## config.mk

```make
export PLATFORM = sky130hd
export DESIGN_NAME = swpt_fifo
export DESIGN_NICKNAME = d
export VERILOG_FILES = /design/src/swpt_pkg.sv /design/src/swpt_fifo.sv
export SDC_FILE = /design/constraint.sdc
export NUM_CORES = 1
export LEC_CHECK = 0
export ABC_AREA = 0
export BUFFER_PORTS_ARGS = -buffer_cell sky130_fd_sc_hd__buf_2
export CORE_ASPECT_RATIO = 1.5
export CORE_MARGIN = 2
export CORE_UTILIZATION = 40
export DETAILED_ROUTE_END_ITERATION = 10
export GPL_TIMING_DRIVEN = 1
export PLACE_DENSITY = 0.76
export SLEW_MARGIN = 20
export SYNTH_ARGS = -nofsm -noshare
export SYNTH_HDL_FRONTEND = slang
export SYNTH_SLANG_ARGS = --single-unit
```

## constraint.sdc

```tcl
create_clock -name clk -period 2.5 [get_ports clk]
set_clock_uncertainty 0.1 [all_clocks]
set_input_delay 0.75 -clock clk [delete_from_list [all_inputs] [get_ports clk]]
set_output_delay 0.75 -clock clk [all_outputs]
set_load 0.005 [all_outputs]
```

## src/swpt_pkg.sv

```systemverilog
`timescale 1ns / 1ps
package swpt_pkg;

	localparam int NUM_METRICS = 8;
	localparam int MAX_WINDOW  = 1024;
	localparam int IDX_W       = $clog2(MAX_WINDOW);
	localparam int CNT_W       = IDX_W + 1;
	localparam int MET_W       = 3;
	localparam int VAL_W       = 31;
	localparam int ADDR_W      = $clog2(NUM_METRICS * MAX_WINDOW);

	localparam logic [9:0] WIN_MIN   = 10'd10;
	localparam logic [9:0] WIN_MAX   = 10'd1000;
	localparam logic [9:0] WIN_RESET = 10'd100;

	typedef enum logic [1:0] {
		OP_ADD   = 2'd0,
		OP_QUERY = 2'd1,
		OP_CLEAR = 2'd2,
		OP_NONE  = 2'd3
	} op_t;

	typedef struct packed {
		op_t              op;
		logic [MET_W-1:0] metric;
		logic [VAL_W-1:0] value;
	} cmd_t;

	// Window size after saturation into the legal range.
	function automatic logic [CNT_W-1:0] eff_window(input logic [9:0] w);
		logic [9:0] s;
		logic [CNT_W-1:0] r;
		s = w;
		if (s < WIN_MIN) s = WIN_MIN;
		if (s > WIN_MAX) s = WIN_MAX;
		r = CNT_W'(s);
		if (int'(s) > MAX_WINDOW) r = CNT_W'(MAX_WINDOW);
		return r;
	endfunction

endpackage

```

## src/swpt_fifo.sv

```systemverilog
`timescale 1ns / 1ps
module swpt_fifo (
	input  logic           clk,
	input  logic           arst_n,
	input  logic           push,
	input  swpt_pkg::cmd_t push_cmd,
	output logic           full,
	input  logic           pop,
	output logic           not_empty,
	output swpt_pkg::cmd_t head
);
	import swpt_pkg::*;

	cmd_t       ent_q [2];
	logic       wr_q;
	logic       rd_q;
	logic [1:0] cnt_q;

	assign full      = cnt_q == 2'd2;
	assign not_empty = cnt_q != 2'd0;
	assign head      = ent_q[rd_q];

	always_ff @(posedge clk) begin
		if (push) ent_q[wr_q] <= push_cmd;
	end

	always_ff @(posedge clk or negedge arst_n) begin
		if (!arst_n) begin
			wr_q  <= 1'b0;
			rd_q  <= 1'b0;
			cnt_q <= 2'd0;
		end else begin
			if (push) wr_q <= !wr_q;
			if (pop) rd_q <= !rd_q;
			cnt_q <= cnt_q + 2'(push) - 2'(pop);
		end
	end
endmodule

```

==> results.py, run 1 <==
metrics = {
    "sta": {
        "setup_ws_ps": 178,
        "drv_slew": 0,
        "hold_viol": 0,
        "fin_crit_sh_pct": 92.9,
        "fmax_mhz": 431,
        "period_minus_slack_ps": 2320,
        "rsz0062_at_grt": "false",
        "worst_pin_slew_ps": 229,
        "setup_violations": 0,
        "tns_ps": 0,
        "slew-limit-headroom_pct": 84.7,
    },
    "worst_setup_path": {
        "reg2reg_depth": 5,
        "cp_num_cells": 3,
        "path_class": "register to primary output",
        "path_max_fanout": 14,
        "setup.worst_path.start_class": "register",
        "crit_chain": "buf_4, mux2_2, buf_2",
        "crit_family": "flip-flops",
        "rrSetupSlack_ps": 1010,
        "setup.worst_path.end_class": "primary output",
        "slowest_delay_ps": 380,
        "worst-path-buf-inv": 2,
        "worstPathRequired_ps": 1650,
        "cp_slowest_cell": "dfrtp_2",
        "cp.arrival_ps": 1470,
    },
    "pwr": {
        "report.power.total_uw": 3760,
        "p_int_uw": 2760,
        "p_switching_uw": 999,
        "powerDensity_nw_per_um2": 1040,
        "seq_power_share_pct": 47.3,
        "switching_share_pct": 26.6,
        "ir_drop_v": 0.000577,
        "p_leak_uw": 0.00147,
        "combPwrFrac_pct": 32.8,
        "p_clk_share_pct": 19.9,
    },
    "routing": {
        "drtPass1Iterations": 4,
        "vias_per_cell": 4.45,
        "via_count": 1425,
        "drc_errors": 0,
        "totalWireLength_mm": 4.90,
        "drt_iter0_markers": 48,
        "drtAntennaViolNets": 0,
        "wl_per_cell_um": 15.3,
    },
    "clock_network": {
        "cts_made_buffers": 9,
        "postCtsSetupRepairBufs": 0,
        "cts_tree": "done",
        "clkTransAtPathRegs_ps": 70,
        "cts_sinks": 76,
        "cts_resized": 0,
        "h-tree-depth": 3,
        "cts-root-buf": "clkbuf_8",
        "cts_max_path_buffers": 2,
        "hold_buffers": 0,
        "clk_latency_ps": 340,
    },
    "synth": {
        "yosysMostFrequentCell": "edfxtp_1",
        "yosys.area_share.simple_pct": 0.849,
        "synth_common_cells": "edfxtp_1, mux2_4, mux2_2",
        "yosysTopAreaCellShare_pct": 73.4,
        "synth_cells": 127,
        "synthMuxAreaShare_pct": 17.5,
        "synth-compound-area-share_pct": 0,
        "synth_area_um2": 2950,
        "synth_warnings": 0,
        "syn_area_per_cell_um2": 23.2,
        "synthArstFlopShare_pct": 5.26,
        "synth_area_leaders": "edfxtp_1, mux2_4, dfrtp_1",
        "ys_seq_area_share_pct": 76.8,
        "synth_xor_area_share_pct": 1.40,
        "synth_edf_count": 72,
        "synth_top_family_by_area": "multiplexers",
        "synth-main-ff-cell": "edfxtp_1",
        "synthesis.nets": 169,
        "synth_seq_cells": 76,
        "ys_types": 13,
        "synth-adder-area-share_pct": 0.849,
        "synth_top_area_cell": "edfxtp_1",
    },
    "final_layout": {
        "area_delta_synth_final_pct": 22.7,
        "diodes": 0,
        "nets": 257,
        "seq_area_um2": 2260,
        "nFillCells": 615,
        "stdcell_count": 320,
        "final_layout_size_suffix_gt1_share_pct": 60.0,
        "multi_input_area_um2": 614,
    },
    "global_route": {
        "grt-ovfl-total": 0,
        "grt_usage_pct": 13.0,
        "grt_first_pass_wirelength_mm": 7.33,
        "grt_max_degree": 37,
        "antenna_found_initial": 0,
        "first_global_vias": 1547,
    },
    "die": {
        "fp.dieW_um": 74.1,
        "coreArea_um2": 7180,
        "core.rowCount": 38,
        "ios": 78,
        "dieArea_um2": 8080,
        "dieHeight_um": 109,
        "start_util_pct": 41.0,
    },
    "place": {
        "place_hpwl_mm": 3.28,
        "place_ws_ps": 522,
        "dp_cells": 304,
        "port_buffers": 77,
        "globalplace.congestion": 0.733,
    },
    "worst_hold_path": {
        "hold_class": "primary input to asynchronous set/reset pin",
    },
    "run": {
        "cap_violations": 0,
    },
    "run_status": {
        "status": "finished clean",
    },
}
-- state kept, by name (all words and copies together) (netlist names) --
| register | count |
|---|---|
| cnt_q | 2 |
| wr_q | 1 |
| rd_q | 1 |
| ent_q | 72 |
-- cells by family (layout without fill, tap and decap cells) --
| group | count (synthesis) | in the layout |
|---|---|---|
| AND/OR/NAND/NOR | 4 | 4 |
| adder cells (fa/ha/maj) | 2 | 2 |
| buffers and inverters | 6 | 99 |
| flip-flops | 76 | 76 |
| XOR/XNOR | 3 | 3 |
| multiplexers | 36 | 36 |
-- metrics by stage --
stage / hold slack (ps) / instance area (µm²) / util [%]
6_report: 102 / 3620 / 50.4
5_1_grt: 82.2 / 3620 / 50.4
3_5_place_dp: 437 / 3460 / 48.2
3_3_place_gp: 424 / 3460 / 48.2
4_1_cts: 81.6 / 3620 / 50.4
2_1_floorplan: 354 / 2950 / -
-- layout by cell type, fill, tap and decap left out --
master and instances:
clkbuf_1 4, mux2_2 7, xor2_1 2, buf_12 3, clkinv_2 2, dfrtp_1 3
ha_1 2, dfrtp_2 1, inv_1 2, clkbuf_8 9, clkinv_1 1, nor2b_4 1
mux2_4 29, edfxtp_1 72, buf_4 1, and2_2 1, nor2b_1 1, xor3_1 1
buf_2 77, or2_2 1
-- final timing paths --
check / to / from
max in group asynchronous: rd_q / arst_n
worst max-delay path: head[0] / rd_q
worst min-delay path: cnt_q[1] / arst_n
worst min register to register: wr_q / wr_q
min in group clk: wr_q / wr_q
worst max register to register: cnt_q[1] / cnt_q[0]
-- final cells by class --
type / count / share of cell area, %
multi-input cells: 45 / 17.0
clock inverters: 3 / 0.381
repair buffers: 81 / 12.5
well taps: 100 / 3.46
flip-flops and latches: 76 / 62.6
clock buffers: 13 / 3.84
inverters: 2 / 0.208
-- per-layer routing --
metal / part of all wire [%] / routed length, µm / vias up / track usage (%)
li1: - / - / 671 / -
met1: 36 / 1770 / 702 / 12.6
met2: 56 / 2740 / 41 / 22.5
met3: 4.6 / 227 / 11 / 4.44
met4: 3.4 / 167 / 0 / 9.22
met5: 0 / 0 / - / 0
-- power by group through the flow --
stage	clock, µW	combinational, µW	sequential (µW)
detailed placement	0	1260	1810
finish	748	1230	1780
global route	831	1330	1800
CTS	784	1260	1780
global placement	0	1240	1790
floorplan	0	888	1780
-- worst register-to-register path: cells and delay by family (launching register included) --
family,cells,cell delay (ps)
xor+xnor,1,380
fa+ha+maj,2,400
flops,1,380
buf+inv,2,100
No activity file was read; power rests on OpenSTA's default activity.
==> inputs of run 2 (changes only) <==
--- a/config.mk
+++ b/config.mk
@@ -12,7 +12,7 @@
 export CORE_UTILIZATION = 40
 export DETAILED_ROUTE_END_ITERATION = 10
 export GPL_TIMING_DRIVEN = 1
-export PLACE_DENSITY = 0.76
+export PLACE_DENSITY = 0.64
 export SLEW_MARGIN = 20
 export SYNTH_ARGS = -nofsm -noshare
 export SYNTH_HDL_FRONTEND = slang
==> results.py, run 2 (synthesis gave the netlist of run 1 again) <==
metrics = {
    "run_status": {
        "status": "finished clean",
    },
    "pwr": {
        "report.power.total_uw": 3930,
        "p_switching_uw": 1010,
        "seq_power_share_pct": 45.1,
        "p_clk_share_pct": 24.4,
        "ir_drop_v": 0.000550,
        "switching_share_pct": 25.6,
        "powerDensity_nw_per_um2": 1080,
        "combPwrFrac_pct": 30.4,
        "p_leak_uw": 0.00149,
        "p_int_uw": 2920,
    },
    "routing": {
        "via_count": 1430,
        "drc_errors": 0,
        "drtPass1Iterations": 4,
        "totalWireLength_mm": 4.89,
        "vias_per_cell": 4.45,
        "wl_per_cell_um": 15.2,
        "drt_iter0_markers": 82,
        "drtAntennaViolNets": 0,
    },
    "clock_network": {
        "cts_sinks": 76,
        "cts-root-buf": "clkbuf_8",
        "clkTransAtPathRegs_ps": 70,
        "postCtsSetupRepairBufs": 0,
        "cts_tree": "done",
        "cts_max_path_buffers": 2,
        "hold_buffers": 0,
        "h-tree-depth": 3,
        "cts_made_buffers": 9,
        "cts_resized": 0,
        "clk_latency_ps": 340,
    },
    "final_layout": {
        "top_regs": "ent_q x72, cnt_q x2",
        "regMostFlops": "ent_q",
        "area_delta_synth_final_pct": 23.9,
        "diodes": 0,
        "nFillCells": 601,
        "final_layout_size_suffix_gt1_share_pct": 61.1,
        "seq_area_um2": 2260,
        "multi_input_area_um2": 614,
        "mostFrequentLayoutCell": "buf_2",
        "mostFrequentLayoutCells": "buf_2, edfxtp_1, mux2_4",
        "nets": 258,
        "largest_register_ffs": 72,
        "utilization_pct": 50.9,
    },
    "die": {
        "start_util_pct": 41.0,
        "fp.dieW_um": 74.1,
        "coreArea_um2": 7180,
        "dieHeight_um": 109,
        "core.rowCount": 38,
        "dieArea_um2": 8080,
        "ios": 78,
    },
    "sta": {
        "tns_ps": 0,
        "hold_viol": 0,
        "worst_pin_slew_ps": 363,
        "whs_ps": 99.1,
        "fin_crit_sh_pct": 94.4,
        "fmax_mhz": 424,
        "drv_slew": 0,
        "slew-limit-headroom_pct": 75.8,
        "setup_violations": 0,
        "rsz0062_at_grt": "false",
        "period_minus_slack_ps": 2360,
    },
    "worst_setup_path": {
        "setup.worst_path.end_class": "primary output",
        "crit_path_end": "head[27]",
        "r2r_end": "cnt_q[1]",
        "rr_startpoint": "cnt_q[0]",
        "slowest_delay_ps": 360,
        "cp_slowest_cell": "dfrtp_2",
        "rrSetupSlack_ps": 990,
        "cp.arrival_ps": 1510,
        "reg2reg_depth": 5,
        "path_max_fanout": 19,
        "setup.worst_path.start_class": "register",
        "worstPathRequired_ps": 1650,
        "worstSetupStartpoint": "rd_q",
        "path_class": "register to primary output",
        "crit_chain": "buf_4, mux2_4, buf_2",
    },
    "global_route": {
        "grt_first_pass_wirelength_mm": 7.49,
        "first_global_vias": 1580,
        "antenna_found_initial": 0,
        "grt_usage_pct": 13.4,
        "grt-ovfl-total": 0,
        "grt_max_degree": 26,
    },
    "place": {
        "place_hpwl_mm": 3.40,
        "port_buffers": 77,
        "globalplace.congestion": 0.695,
    },
    "run": {
        "cap_violations": 0,
    },
    "worst_hold_path": {
        "hold_class": "primary input to asynchronous set/reset pin",
    },
}
run 2: worst min-delay path by stage:
stage | slack [ps] | endpoint | from
detailed placement | 440 | wr_q | wr_q
finish | 100 | cnt_q[1] | arst_n
global placement | 430 | wr_q | wr_q
floorplan | 350 | cnt_q[0] | arst_n
CTS | 80 | cnt_q[1] | arst_n
global route | 80 | cnt_q[1] | arst_n
run 2: layout make-up:
type	instances	share of cell area, %
Clock inverter	7	2.23
Multi-Input combinational cell	45	16.8
Inverter	2	0.206
Clock buffer	9	3.39
Tap cell	100	3.43
Timing Repair Buffer	82	11.9
Sequential cell	76	62.0
run 2: layer usage:
| layer | global-route usage (%) | share of wire (%) | up-vias |
|---|---|---|---|
| met3 | 4.90 | 4.9 | 10 |
| met5 | 0 | 0 | - |
| li1 | - | - | 671 |
| met2 | 23.3 | 58 | 44 |
| met1 | 13.0 | 35 | 705 |
| met4 | 8.18 | 2.6 | 0 |
run 2: power groups by stage:
stage          clock network, µW  logic (µW)  registers [µW]
6_report                     961        1200            1770
5_1_grt                     1050        1310            1800
4_1_cts                      991        1240            1780
3_5_place_dp                   0        1230            1810
3_3_place_gp                   0        1220            1790
2_1_floorplan                  0         888            1780
run 2: through the flow:
step	area (µm²)	setup WS (ps)	instances
6_report	3650	139	321
5_1_grt	3650	61.8	321
4_1_cts	3650	99.8	321
3_5_place_dp	3450	488	305
3_3_place_gp	3450	490	305
2_1_floorplan	2950	267	127
run 2: worst max-delay path, delay by kind of cell, from the launching register on:
kind / cells / cell delay, ps
multiplexers: 1 / 350
flip-flops: 1 / 360
buffers and inverters: 2 / 460
