--- src/swpt_pkg.sv ---
`timescale 1ns / 1ps
package swpt_pkg;

	localparam int NUM_METRICS = 8;
	localparam int MAX_WINDOW  = 1024;
	localparam int IDX_W       = $clog2(MAX_WINDOW);
	localparam int CNT_W       = IDX_W + 1;
	localparam int MET_W       = 3;
	localparam int VAL_W       = 31;
	localparam int ADDR_W      = $clog2(NUM_METRICS * MAX_WINDOW);

	localparam logic [9:0] WIN_MIN   = 10'd10;
	localparam logic [9:0] WIN_MAX   = 10'd1000;
	localparam logic [9:0] WIN_RESET = 10'd100;

	typedef enum logic [1:0] {
		OP_ADD   = 2'd0,
		OP_QUERY = 2'd1,
		OP_CLEAR = 2'd2,
		OP_NONE  = 2'd3
	} op_t;

	typedef struct packed {
		op_t              op;
		logic [MET_W-1:0] metric;
		logic [VAL_W-1:0] value;
	} cmd_t;

	// Window size after saturation into the legal range.
	function automatic logic [CNT_W-1:0] eff_window(input logic [9:0] w);
		logic [9:0] s;
		logic [CNT_W-1:0] r;
		s = w;
		if (s < WIN_MIN) s = WIN_MIN;
		if (s > WIN_MAX) s = WIN_MAX;
		r = CNT_W'(s);
		if (int'(s) > MAX_WINDOW) r = CNT_W'(MAX_WINDOW);
		return r;
	endfunction

endpackage

--- src/swpt_front.sv ---
`timescale 1ns / 1ps
module swpt_front (
	input  logic                   in_valid,
	output logic                   in_stall,
	input  logic [1:0]             op,
	input  logic [2:0]             metric_index,
	input  logic signed [31:0]     sample_value,
	input  logic                   q_full,
	output logic                   q_push,
	output swpt_pkg::cmd_t         q_cmd
);
	import swpt_pkg::*;

	logic metric_ok;

	// A metric beyond the table turns an add into nothing and a query into an empty answer.
	assign metric_ok = int'(metric_index) < NUM_METRICS;
	assign in_stall  = q_full;

	always_comb begin
		q_cmd.metric = metric_index;
		q_cmd.value  = sample_value[31] ? '0 : sample_value[VAL_W-1:0];
		q_cmd.op     = OP_NONE;
		case (op)
			OP_ADD:   q_cmd.op = metric_ok ? OP_ADD : OP_NONE;
			OP_QUERY: q_cmd.op = OP_QUERY;
			OP_CLEAR: q_cmd.op = OP_CLEAR;
			default:  q_cmd.op = OP_NONE;
		endcase
		if (!metric_ok) q_cmd.metric = '0;
		if (q_cmd.op == OP_QUERY) q_cmd.value = metric_ok ? '0 : {VAL_W{1'b1}};
	end

	// Queries on a bad metric are flagged by an all-ones value the back end checks.
	assign q_push = in_valid && !q_full && (q_cmd.op != OP_NONE);
endmodule

--- config.mk ---
export PLATFORM = sky130hd
export DESIGN_NAME = swpt_front
export DESIGN_NICKNAME = d
export VERILOG_FILES = /design/src/swpt_pkg.sv /design/src/swpt_front.sv
export SDC_FILE = /design/constraint.sdc
export NUM_CORES = 1
export LEC_CHECK = 0
export ABC_AREA = 1
export BUFFER_PORTS_ARGS = -buffer_cell sky130_fd_sc_hd__buf_2
export CAP_MARGIN = 20
export CORE_MARGIN = 1
export CORE_UTILIZATION = 27
export DETAILED_ROUTE_END_ITERATION = 8
export GPL_ROUTABILITY_DRIVEN = 1
export GPL_TIMING_DRIVEN = 0
export PLACE_DENSITY = 0.95
export SYNTH_ARGS = -nofsm -noshare
export SYNTH_HDL_FRONTEND = slang
export SYNTH_SLANG_ARGS = --single-unit
--- constraint.sdc ---
create_clock -name vclk -period 1.4
set_input_delay 0.21 -clock vclk [all_inputs]
set_output_delay 0.21 -clock vclk [all_outputs]
set_load 0.005 [all_outputs]
==> results.tsv, run 1 <==
stage	metric	value	unit
min_path	Worst Hold Launch	metric_index[1]	
timing	final count of negative-setup-slack endpoints	0	
timing	Hold Violations, Final	0	
clock_network	post_cts resized	0	
synth	Compound-Gate Fraction of Synth Area	0	
final_layout	layout sequential cell count	0	
synth	largest family of logic cells by synthesized area	simple AND/OR/NAND/NOR gates	
die	# rows	12	
final_layout	Nets	197	
worst_setup_path	CP Cell Sequence	buf_2 -> inv_1 -> buf_4 -> nand2_1 -> nor2_1 -> buf_2	
detailed_routing	drt first pass iters	4	
global_route	GR Util met3	0.00578	
timing	normalized max-slew margin	0.904	
timing	part of the cycle the worst path needs	0.761	
pwr	LEAKAGE	0.539	nW
final_layout	Antenna diodes	0	
timing	Fin Setup TNS	0	ps
status	outcome	finished clean	
detailed_routing	total wire length	1190	um
final_layout	final non-filler cell total	170	
synth	Seq/Total Area, Yosys	0	
timing	maximum clock rate	939	MHz
placed_design	Final HPWL DP	1010	um
min_path	worst hold endpoint	q_cmd[32]	
die	die area	0.00150	sq mm
global_route	Remaining Overflow, GRT	0	
timing	clock period minus worst slack	1070	ps
worst_setup_path	CP max-delay cell	buf_4	
synth	simple-gate portion of the synthesized area	0.701	
die	Die Y	38.7	um
run	max cap viols	0	
detailed_routing	DRC Markers	0	
synth	synthesized area per cell	4.44	sq um
timing	post-route setup slack	334	ps
final_layout	area delta synth->final	107	%
detailed_routing	Final ANT Viol Nets	0	
die	area of the core	0.00119	sq mm
final_layout	fillers	118	
synth	Post-Syn Nets	121	
detailed_routing	routed wire length per instance	7.01	um
detailed_routing	number of DRC markers after the initial detailed-route iteration	8	
placed_design	Final GP Congestion	0.642	
worst_setup_path	CP Capture Type	primary output	
global_route	vias in the first global route	485	
placed_design	Post-Place Worst Slack	335	ps
synth	Post-Synth Adder-Cell Area	0	
die	width of the die	38.7	um
die	initial core utilization	0.307	
clock_network	hold buffer count at CTS	0	
synth	Post-Synth XOR/XNOR Area	0	
global_route	first-pass GRT wire length	1660	um
placed_design	Area after DPL	752	sq um
worst_setup_path	slowest cell delay on critical path	170	ps
worst_setup_path	Critical Path Start	sample_value[31]	
final_layout	Finished Core Util	0.634	
timing	Slew Viols, Final	0	
worst_setup_path	crit path DAT	860	ps
global_route	largest net degree at the start of global routing	11	
global_route	met1 Track Usage GR	0.152	
timing	RSZ-0062 raised after global routing	false	
final_layout	fin area	752	sq um
worst_setup_path	Critical Path RT	1190	ps
die	I/O pin count	77	
final_layout	share of layout cells above drive strength 1	0.545	
global_route	initial antenna violation count	0	
placed_design	Cells after DPL	170	
worst_setup_path	CP most frequent cell	buf_2	
worst_setup_path	Setup CP Type	in -> out	
final_layout	# clk buffers	0	
synth	Mapped Area	364	sq um
min_path	Hold WC Path Type	in -> out	
detailed_routing	Vias	677	
synth	Syn Inst Count	82	
worst_setup_path	Worst Setup Start Kind	input port	
pwr	Worst VDD drop	0.143	mV
worst_setup_path	CP max FO	10	
final_layout	Seq. cell area	0	sq um
min_path	hold path depth	2	
synth	Yosys Warn Count	0	
clock_network	# Post-CTS Setup Buffers	0	
synth	multiplexer share of the synthesized area	0	
global_route	GRT busiest layer	met2	
global_route	GR Util met2	0.300	
placed_design	port bufs	74	
timing	Slew @ Worst Pin	144	ps
synth	Synth cell types	7	
detailed_routing	vias per std cell	3.98	
pwr	PwrDens	272	mW/mm^2
global_route	gr usage total	0.143	
cell usage after synthesis:
master | instances | area share
buf_4 | 7 | 0.14
buf_6 | 3 | 0.093
clkbuf_1 | 2 | 0.021
inv_1 | 4 | 0.041
nand2_1 | 33 | 0.34
nor2_1 | 32 | 0.33
nor2_4 | 1 | 0.031
cells by family after synthesis:
logic type / after synthesis
simple gates: 66
buf+inv: 16
cell usage in the layout, fill, tap and decap left out:
master     n
nand2_1   33
inv_1      4
nor2_1    32
buf_6      3
buf_4      7
clkbuf_1   2
nor2_4     1
buf_2     74
metrics by stage:
stage / hold WS, ps / total power, mW
after floorplan: 499 / 0.0992
after global placement: 586 / 0.202
after detailed placement: 587 / 0.207
after CTS: 588 / 0.208
after global routing: 592 / 0.231
final: 586 / 0.205
layout make-up:
class	count	area (sq um)	share of cell area
Buffer	12	93.8	0.125
Inverter	4	15.0	0.0200
Multi-Input combinational cell	66	255	0.339
Tap cell	14	17.5	0.0233
Timing Repair Buffer	74	370	0.493
per-layer routing:
layer,part of all wire,vias up
li1,-,380
met1,0.41,252
met2,0.47,43
met3,0.099,2
met4,0.011,0
met5,0,-
worst max-delay path, delay by kind of cell:
family        cells  cell delay, ps
simple gates      2             160
buf+inv           4             480
report_power, final:
| group | total [mW] | internal (mW) | leakage, nW | switching, mW |
|---|---|---|---|---|
| combinational | 0.205 | 0.116 | 0.539 | 0.0889 |
| clock | 0 | 0 | 0 | 0 |
| sequential | 0 | 0 | 0 | 0 |
| total | 0.205 | 0.116 | 0.539 | 0.0889 |
how the worst max path moves through the flow:
stage                      endpoint  slack, ps  cells after the start
after CTS                 q_cmd[10]        330                      6
after floorplan            q_cmd[0]        590                      4
final                     q_cmd[14]        330                      6
after global routing      q_cmd[21]        230                      6
after detailed placement  q_cmd[10]        340                      6
after global placement     q_cmd[8]        360                      6
Power figures use the tool's default switching activity.
==> run 2, diff against run 1 <==
--- a/config.mk
+++ b/config.mk
@@ -9,11 +9,11 @@
 export BUFFER_PORTS_ARGS = -buffer_cell sky130_fd_sc_hd__buf_2
 export CAP_MARGIN = 20
 export CORE_MARGIN = 1
-export CORE_UTILIZATION = 27
+export CORE_UTILIZATION = 23
 export DETAILED_ROUTE_END_ITERATION = 8
 export GPL_ROUTABILITY_DRIVEN = 1
 export GPL_TIMING_DRIVEN = 0
-export PLACE_DENSITY = 0.95
+export PLACE_DENSITY = 0.91
 export SYNTH_ARGS = -nofsm -noshare
 export SYNTH_HDL_FRONTEND = slang
 export SYNTH_SLANG_ARGS = --single-unit
==> constraint.sdc (replaced) <==
create_clock -name vclk -period 0.98
set_input_delay 0.147 -clock vclk [all_inputs]
set_output_delay 0.147 -clock vclk [all_outputs]
set_load 0.005 [all_outputs]
==> results.tsv, run 2 (synthesized netlist as in run 1, its figures left out) <==
stage	metric	value	unit	change
worst_setup_path	CP Capture Type	primary output		unchanged
final_layout	layout sequential cell count	0		unchanged
pwr	Gate power share	1.000		about the same
worst_setup_path	CP Cell Sequence	buf_2 -> inv_1 -> nor2_4 -> buf_6 -> nor2_1 -> buf_2		was buf_2 -> inv_1 -> buf_4 -> nand2_1 -> nor2_1 -> buf_2
pwr	Sw Pwr	0.132	mW	was 0.0889 mW
timing	post-route setup slack	71.0	ps	was 334 ps
detailed_routing	number of DRC markers after the initial detailed-route iteration	10		was 8
timing	normalized max-slew margin	0.901		was 0.904
pwr	sw frac	0.436		was 0.434
timing	maximum clock rate	1100	MHz	
min_path	Hold WC Path Type	in -> out		unchanged
worst_setup_path	Critical Path RT	830	ps	was 1190 ps
global_route	Remaining Overflow, GRT	0		unchanged
die	# rows	13		was 12
placed_design	Final HPWL DP	1160	um	was 1010 um
worst_setup_path	CP most frequent cell	buf_2		unchanged
detailed_routing	Vias	692		was 677
pwr	PwrDens	394	mW/mm^2	was 272 mW/mm^2
die	width of the die	41.8	um	was 38.7 um
final_layout	fillers	154		was 118
pwr	total power draw	0.301	mW	was 0.205 mW
detailed_routing	routed wire length per instance	7.79	um	was 7.01 um
pwr	Worst VDD drop	0.207	mV	was 0.143 mV
timing	Slew @ Worst Pin	148	ps	was 144 ps
worst_setup_path	worst setup path endpoint	q_cmd[0]		was q_cmd[14]
detailed_routing	Final ANT Viol Nets	0		unchanged
timing	final count of negative-setup-slack endpoints	0		unchanged
timing	clock period minus worst slack	909	ps	
final_layout	Seq. cell area	0	sq um	unchanged
final_layout	commonest cells after routing, fill and taps aside	74 x buf_2, 33 x nand2_1, 32 x nor2_1, 6 x buf_6, 4 x buf_4		was 74 x buf_2, 33 x nand2_1, 32 x nor2_1, 7 x buf_4, 4 x inv_1
worst_setup_path	CP max-delay cell	buf_6		was buf_4
detailed_routing	vias per std cell	4.05		was 3.98
placed_design	port bufs	74		unchanged
clock_network	post_cts resized	0		unchanged
pwr	Internal	0.170	mW	was 0.116 mW
worst_setup_path	crit path DAT	760	ps	was 860 ps
timing	Hold Violations, Final	0		unchanged
worst_setup_path	Worst Setup Start Kind	input port		unchanged
global_route	vias in the first global route	562		was 485
die	I/O pin count	77		unchanged
pwr	clock network power share	0		about the same
final_layout	# clk buffers	0		unchanged
pwr	LEAKAGE	0.542	nW	was 0.539 nW
timing	part of the cycle the worst path needs	0.928		
detailed_routing	DRC Markers	0		unchanged
global_route	largest net degree at the start of global routing	11		unchanged
global_route	initial antenna violation count	0		unchanged
global_route	first-pass GRT wire length	2020	um	was 1660 um
status	outcome	finished clean		unchanged
detailed_routing	total wire length	1330	um	was 1190 um
pwr	sequential fraction of design power	0		about the same
timing	Slew Viols, Final	0		unchanged
final_layout	share of layout cells above drive strength 1	0.551		was 0.545
die	initial core utilization	0.263		was 0.307
detailed_routing	drt first pass iters	2		was 4
final_layout	commonest non-fill, non-tap cell in the layout	buf_2		unchanged
die	die area	0.00175	sq mm	was 0.00150 sq mm
placed_design	Post-Place Worst Slack	14.0	ps	was 335 ps
worst_setup_path	Critical Path Start	op[0]		was sample_value[31]
run	max cap viols	0		unchanged
worst_setup_path	Setup CP Type	in -> out		unchanged
clock_network	hold buffer count at CTS	0		unchanged
die	Die Y	41.8	um	was 38.7 um
placed_design	Final GP Congestion	0.642		about the same
final_layout	area delta synth->final	110	%	was 107%
worst_setup_path	CP max FO	10		unchanged
clock_network	# Post-CTS Setup Buffers	0		unchanged
final_layout	Antenna diodes	0		unchanged
final_layout	multi-input logic area	255	sq um	unchanged
worst_setup_path	slowest cell delay on critical path	150	ps	was 170 ps
final_layout	Nets	197		unchanged
die	area of the core	0.00138	sq mm	was 0.00119 sq mm
global_route	gr usage total	0.132		was 0.143
[run 2: area by class of cell]
class,instances,share of cell area
repair buffers,74,0.484
plain buffers,12,0.137
multi-input cells,66,0.334
inverters,4,0.0196
well taps,15,0.0245
[run 2: per-layer routing]
layer | up-vias | track usage | routed length [um]
met3 | 2 | 0.0217 | 101
met4 | 0 | 0.00645 | 7
met2 | 30 | 0.288 | 738
met5 | - | 0 | 0
met1 | 281 | 0.128 | 484
li1 | 379 | - | -
[run 2: critical path, delay by kind of cell]
family / cells / cell delay [ps]
buffers and inverters: 4 / 430
AND/OR/NAND/NOR: 2 / 190
[run 2: power by group through the flow]
stage | logic [mW] | registers, mW | clock network (mW)
after global routing | 0.337 | 0 | 0
after floorplan | 0.142 | 0 | 0
after global placement | 0.291 | 0 | 0
after detailed placement | 0.299 | 0 | 0
after CTS | 0.300 | 0 | 0
final | 0.301 | 0 | 0
[run 2: through the flow]
step	area (sq um)	TNS (ps)	utilization	hold WS, ps	std cells
final	764	0	0.553	459	171
after detailed placement	753	0	0.545	460	171
after global placement	753	0	0.545	461	171
after CTS	753	0	0.545	459	171
after floorplan	364	0	-	373	82
after global routing	764	-4.05	0.553	466	171
[run 2: worst min path at each step]
stage / startpoint / to / depth (start not counted)
after floorplan: op[0] / q_cmd[34] / 1
after global placement: metric_index[0] / q_cmd[31] / 2
after detailed placement: metric_index[0] / q_cmd[31] / 2
after CTS: metric_index[0] / q_cmd[31] / 2
after global routing: metric_index[0] / q_cmd[31] / 2
final: metric_index[0] / q_cmd[31] / 2
